File: config.mk
export PLATFORM = sky130hd
export DESIGN_NAME = awbd_div
export DESIGN_NICKNAME = d
export VERILOG_FILES = /design/src/rtl/awbd_pkg.sv /design/src/rtl/awbd_div.sv
export SDC_FILE = /design/constraint.sdc
export NUM_CORES = 1
export LEC_CHECK = 0
export ABC_AREA = 1
export ABC_CLOCK_PERIOD_IN_PS = 2690
export BUFFER_PORTS_ARGS = -buffer_cell sky130_fd_sc_hd__buf_2
export CAP_MARGIN = 15
export CORE_ASPECT_RATIO = 1.2
export CORE_UTILIZATION = 55
export DETAILED_ROUTE_END_ITERATION = 8
export PLACE_DENSITY = 0.76
export SETUP_SLACK_MARGIN = 0.1
export SLEW_MARGIN = 20
export SYNTH_ARGS = -nofsm -noshare
export SYNTH_HDL_FRONTEND = slang
export SYNTH_SLANG_ARGS = --single-unit
File: constraint.sdc
create_clock -name clk -period 2.69 [get_ports clk]
set_input_delay 0.1345 -clock clk [delete_from_list [all_inputs] [get_ports clk]]
set_output_delay 0.1345 -clock clk [all_outputs]
set_load 0.005 [all_outputs]
File: src/rtl/awbd_pkg.sv
// Shared types and constants for the alpha-weighted box downscaler.
package awbd_pkg;
	localparam int unsigned CFG_IDX_W = 2;
	localparam logic [CFG_IDX_W-1:0] REG_SCALE_LEVEL  = 2'd0;
	localparam logic [CFG_IDX_W-1:0] REG_IMAGE_WIDTH  = 2'd1;
	localparam logic [CFG_IDX_W-1:0] REG_IMAGE_HEIGHT = 2'd2;
	localparam int unsigned CFG_DATA_W = 16;
	localparam int unsigned CSUM_W = 21;
	localparam int unsigned ASUM_W = 12;

	typedef struct packed {
		logic [7:0] red;
		logic [7:0] green;
		logic [7:0] blue;
		logic [7:0] alpha;
	} pix_t;

	typedef struct packed {
		logic [7:0] red;
		logic [7:0] green;
		logic [7:0] blue;
		logic [7:0] alpha;
		logic       image_done;
	} opix_t;

	// Finished block sums handed to the divide unit
	typedef struct packed {
		logic [CSUM_W-1:0] rs;
		logic [CSUM_W-1:0] gs;
		logic [CSUM_W-1:0] bs;
		logic [ASUM_W-1:0] as;
		logic [1:0]        ashift;
		logic              pass;
		logic              image_done;
	} blk_t;
endpackage

File: src/rtl/awbd_div.sv
// Sequential restoring divider for the three colour channels of one block.
module awbd_div (
	input  logic               clk,
	input  logic               arst_n,
	input  logic               start,
	input  awbd_pkg::blk_t     blk,
	output logic               busy,
	output logic               done,
	output awbd_pkg::opix_t    res
);
	localparam int unsigned NW = awbd_pkg::CSUM_W;
	localparam int unsigned CW = $clog2(NW + 1);

	logic [NW-1:0] rq_q, gq_q, bq_q;
	logic [awbd_pkg::ASUM_W:0] rr_q, gr_q, br_q;
	logic [awbd_pkg::ASUM_W-1:0] den_q;
	logic [CW-1:0] cnt_q;
	logic run_q;
	awbd_pkg::blk_t b_q;

	logic [awbd_pkg::ASUM_W:0] rt, gt, bt;
	logic [awbd_pkg::ASUM_W:0] dx;

	assign dx = {1'b0, den_q};
	assign rt = {rr_q[awbd_pkg::ASUM_W-1:0], rq_q[NW-1]};
	assign gt = {gr_q[awbd_pkg::ASUM_W-1:0], gq_q[NW-1]};
	assign bt = {br_q[awbd_pkg::ASUM_W-1:0], bq_q[NW-1]};

	always_ff @(posedge clk or negedge arst_n) begin
		if (!arst_n) begin
			run_q <= 1'b0;
			done <= 1'b0;
			cnt_q <= '0;
		end else begin
			done <= 1'b0;
			if (start) begin
				run_q <= !blk.pass;
				done <= blk.pass;
				cnt_q <= CW'(NW);
			end else if (run_q) begin
				cnt_q <= cnt_q - 1'b1;
				if (cnt_q == CW'(1)) begin
					run_q <= 1'b0;
					done <= 1'b1;
				end
			end
		end
	end

	always_ff @(posedge clk) begin
		if (start) begin
			b_q <= blk;
			rq_q <= blk.rs;
			gq_q <= blk.gs;
			bq_q <= blk.bs;
			rr_q <= '0;
			gr_q <= '0;
			br_q <= '0;
			den_q <= blk.as;
		end else if (run_q) begin
			rq_q <= {rq_q[NW-2:0], rt >= dx};
			gq_q <= {gq_q[NW-2:0], gt >= dx};
			bq_q <= {bq_q[NW-2:0], bt >= dx};
			rr_q <= (rt >= dx) ? rt - dx : rt;
			gr_q <= (gt >= dx) ? gt - dx : gt;
			br_q <= (bt >= dx) ? bt - dx : bt;
		end
	end

	logic zero;
	logic [awbd_pkg::ASUM_W-1:0] amean;
	assign zero = (b_q.as == '0);
	// divide by f*f: shift by twice log2 of the factor
	assign amean = b_q.as >> {b_q.ashift, 1'b0};
	assign busy = run_q;

	always_comb begin
		res.image_done = b_q.image_done;
		if (b_q.pass) begin
			res.red = b_q.rs[7:0];
			res.green = b_q.gs[7:0];
			res.blue = b_q.bs[7:0];
			res.alpha = b_q.as[7:0];
		end else begin
			res.red = zero ? 8'd0 : rq_q[7:0];
			res.green = zero ? 8'd0 : gq_q[7:0];
			res.blue = zero ? 8'd0 : bq_q[7:0];
			res.alpha = amean[7:0];
		end
	end

	always_ff @(posedge clk) begin
		if (arst_n && start)
			assert (!run_q) else $error("divider restarted while busy");
	end
	ap_done_once: assert property (@(posedge clk) disable iff (!arst_n) done |=> !done)
		else $error("done held two cycles");
	ap_busy_nodone: assert property (@(posedge clk) disable iff (!arst_n) run_q |-> !done)
		else $error("done while busy");
endmodule

### Word-level counts from Yosys, hierarchy flattened

Cells that the tools add are included.

* word-level logic and storage cells: 49
* register bits: 146
* input bits: 82
* output and inout bits: 35

* equal/unequal tests: 1
* multiplexer cells: 21
* shift-type cells: 1
* order comparisons: 3
* add/subtract/negate cells: 4
* reduce and logical (&&, ||, !) cells: 3

Operators with widths (count)
* 21-bit two-way mux: 6
* 13-bit by 12-bit >= comparator with 1-bit output: 3
* 12-bit two-way mux: 3
* 12-bit subtractor: 3
* 32-bit two-way mux: 1
* 8-bit two-way mux: 3
* 12-bit zero test: 1
* 12-bit by 3-bit >> shifter with 8-bit output: 1
* 5-bit two-way mux: 2
* 1-bit two-way mux: 6
* 5-bit by 1-bit == test with 1-bit output (second input constant): 1
* 5-bit by 1-bit subtractor with 5-bit output (second input constant): 1
* 2-bit nonzero test: 1
* 1-bit zero test: 1

### Depth between registers and ports, before layout

* word-level depth: 4
* mapped depth: 12
* depth with buffers taken out: 12

### Worst setup path after synthesis

Ideal clock, no wire load.

* path type: reg-to-reg
* start: register run_q, in the netlist busy
* end: register bq_q[0] (enable)
* library setup time: 0.418 ns
* period minus slack after synthesis: 2.271 ns
* buffers on the path: 1
* required time: 2.272 ns
* setup slack: 0.419 ns
* stages on the path, launching flop included: 4
* data arrival time: 1.853 ns
* path through: dfrtp_1 -> nor2_1 -> buf_2 -> inv_1

* word-level cells in the longest chain between the ends: 1

Ends and longest elaborated chain
* from (decl): RTL line awbd_div.sv:18 `logic run_q;`
* from (signal assigned): RTL line awbd_div.sv:37 `run_q <= !blk.pass;`
* 2-bit nonzero test (no source line)
* to (signal assigned): RTL line awbd_div.sv:55 `bq_q <= blk.bs;`
* to (signal assigned): RTL line awbd_div.sv:63 `bq_q <= {bq_q[NW-2:0], bt >= dx};`
* to (decl): RTL line awbd_div.sv:14 `logic [NW-1:0] rq_q, gq_q, bq_q;`

Every way passes these cells.
A chain may end at the register's enable or synchronous reset.

==> impl_metrics.json <==
{
  "status": "finished, final reports clean",
  "netlist_instances": 1148,
  "routedWlPerCell_um": 16.2,
  "p_comb_frac": 0.332,
  "slew_headroom": 0.295,
  "maxSlewViolCount": 0,
  "synthArstFlopShare": 0.0479,
  "arrival_ns": 2.52,
  "peakVddDrop_v": 0.000484,
  "rows": 50,
  "grtUsageMet1": 0.364,
  "final_nets": 1457,
  "htreeDepth": 4,
  "leakage_nw": 5.48,
  "die_area_sq_um": 16900,
  "finClkSkew_ns": 0.0114,
  "first_iter_violations": 683,
  "synth.cell_area_sq_um": 9000,
  "die_w_um": 119,
  "cts.repair.resized": 0,
  "hpwl_mm": 16.8,
  "pin_count": 117,
  "dp.cells": 1447,
  "synth-main-ff-cell": "edfxtp_1",
  "fin_crit_sh": 0.872,
  "port_buffers": 116,
  "cts.sinks": 146,
  "grtUsageMet2": 0.569,
  "worst_slew_pin_slew_ns": 1.06,
  "ant_nets": 0,
  "grt_overflow": 0,
  "cts_hold_buffers": 76,
  "worstSetupPathType": "reg -> reg",
  "track_usage": 0.314,
  "grt_pass1_vias": 8377,
  "die_y_um": 142,
  "ys_warn_count": 0,
  "insertion_delay_ns": 0.43,
  "p_sw_frac": 0.363,
  "power_density_nw_per_um2": 725,
  "tns_ns": 0,
  "seq_area_frac_synth": 0.443,
  "cap_viol_max_count": 0,
  "synth_commonest_cells": "nand2_1, inv_1, edfxtp_1",
  "synth_fp_nets": 1271,
  "final_cell_count_no_fill": 1557,
  "grt-busiest-layer": "met2",
  "rsz0062_at_grt": "no",
  "ys_seq_elements": 146,
  "avgSynthCellArea_sq_um": 7.84,
  "grt_pass1_wl_mm": 40.8,
  "synth.most_common_cell": "nand2_1",
  "period_needed_ns": 2.35,
  "vias": 8333,
  "final_util": 0.701,
  "cts_setup_buffers": 0,
  "cts.path.max_buffers": 2,
  "start_util": 0.569,
  "cts_tree": "done",
  "routed_wl_mm": 25.2,
  "switchingPower_mw": 2.92,
  "power_mw": 8.05,
  "area_growth_pct": 23.2,
  "fmaxAchievable_mhz": 426,
  "synth-edff-count": 103,
  "cp-end-kind": "register",
  "synth_top_area_share": 0.344,
  "drc": 0,
  "finalSetupViolCount": 0,
  "first_pass_iters": 5,
  "synth_area_leaders": "edfxtp_1, nand2_1, dfxtp_1, inv_1, ha_1",
  "grt_use_met3": 0.0649,
  "cts-root-buf": "clkbuf_16",
  "whs_ns": 0.0226,
  "critPathRequiredTime_ns": 2.87,
  "cp_max_fo": 16,
  "core_sq_um": 15800,
  "drive_above_1_share": 0.179,
  "power_frac_seq": 0.371,
  "clkTransAtPathRegs_ns": 0.06,
  "power.internal_mw": 5.13,
  "vias_per_cell": 5.35,
  "cts_buffers": 17,
  "antenna_found_initial": 2,
  "grt_max_degree": 89,
  "place_congestion": 0.923,
  "worstSetupStartpointType": "register",
  "clkPwrFrac": 0.297,
  "hold_class": "in -> reg",
  "hold_violations": 0,
  "synth.distinct_cells": 38,
  "yosysTopAreaCell": "edfxtp_1"
}
==> cell families after synthesis <==
group,after synthesis,share of synthesized area
simple gates,721,0.367
flops,146,0.443
buf+inv,171,0.0794
fa+ha+maj,41,0.0595
xor+xnor,17,0.0165
compound gates,52,0.0347
==> power by group through the flow <==
| stage | Sequential (mW) | Clock (mW) | Combinational, mW |
|---|---|---|---|
| after global placement | 3.01 | 0 | 2.52 |
| after detailed placement | 3.01 | 0 | 2.54 |
| after global routing | 3.02 | 2.48 | 3.00 |
| final | 2.98 | 2.39 | 2.67 |
| after floorplan | 2.94 | 0 | 2.01 |
| after CTS | 2.97 | 2.39 | 2.65 |
==> flip-flops by register name (all words and copies together) (netlist names) <==
register	count
br_q	12
done	1
gq_q	21
gr_q	12
rq_q	21
res	1
b_q	39
bq_q	21
rr_q	12
busy	1
cnt_q	5
==> layer usage <==
metal / wire, um / up-vias
li1: - / 4095
met1: 10200 / 3848
met2: 12800 / 342
met3: 1630 / 48
met4: 613 / 0
met5: 0 / -
==> stage by stage <==
stage	area, sq um	setup slack [ns]
after global routing	11100	0.197
after global placement	9740	0.393
after CTS	11100	0.351
after detailed placement	9740	0.371
final	11100	0.344
after floorplan	9000	0.419
==> final timing paths <==
kind	startpoint	end	slack (ns)	cells after the start
worst min register to register	gr_q[10]	gr_q[10]	0.48	2
max in group asynchronous	arst_n	done	2.45	2
worst max register to register	b_q[5]	rq_q[0]	0.34	10
worst max-delay path	b_q[5]	rq_q[0]	0.34	10
min in group asynchronous	arst_n	cnt_q[2]	0.07	2
worst min-delay path	blk[76]	rq_q[18]	0.02	3
==> cell usage in the layout (no fill, tap or decap), types with 3 or more instances in the layout <==
| cell | synthesis | layout |
|---|---|---|
| a21oi_1 | 14 | 14 |
| a21oi_4 | 3 | 3 |
| a32oi_1 | 4 | 4 |
| buf_2 | 1 | 115 |
| buf_4 | 2 | 9 |
| clkbuf_16 | 0 | 17 |
| clkinv_4 | 0 | 3 |
| dfrtp_1 | 7 | 7 |
| dfxtp_1 | 36 | 36 |
| dlygate4sd3_1 | 0 | 76 |
| edfxtp_1 | 103 | 103 |
| fa_1 | 3 | 3 |
| ha_1 | 38 | 38 |
| inv_1 | 128 | 126 |
| inv_2 | 7 | 9 |
| nand2_1 | 477 | 477 |
| nand2_2 | 26 | 26 |
| nand3_1 | 77 | 77 |
| nand3_2 | 24 | 24 |
| nand3_4 | 6 | 6 |
| nand4_1 | 37 | 37 |
| nor2_1 | 46 | 45 |
| nor2_2 | 5 | 6 |
| nor2_4 | 3 | 3 |
| nor3_1 | 5 | 5 |
| nor4_1 | 4 | 4 |
| o21ai_0 | 28 | 28 |
| or2_2 | 4 | 4 |
| xnor2_1 | 11 | 11 |
| xor2_1 | 6 | 6 |
==> layout make-up <==
cell class	instances	area (sq um)
multi-input cells	831	4300
clock buffers	19	433
well taps	208	260
flip-flops and latches	146	3990
clock inverters	13	150
diodes	2	5.00
fillers	1223	4730
inverters	136	510
repair buffers	202	1440
==> critical path, cell delays in order, from the launching register on <==
cell	delay [ns]
edfxtp_1	0.56
inv_1	0.22
ha_1	0.37
nand2_1	0.10
nor2_2	0.04
nand2_1	0.06
nand3_2	0.09
nand2_2	0.19
nand3_4	0.26
nand2_1	0.13
nand2_1	0.07
No activity file was read; power rests on OpenSTA's default activity.
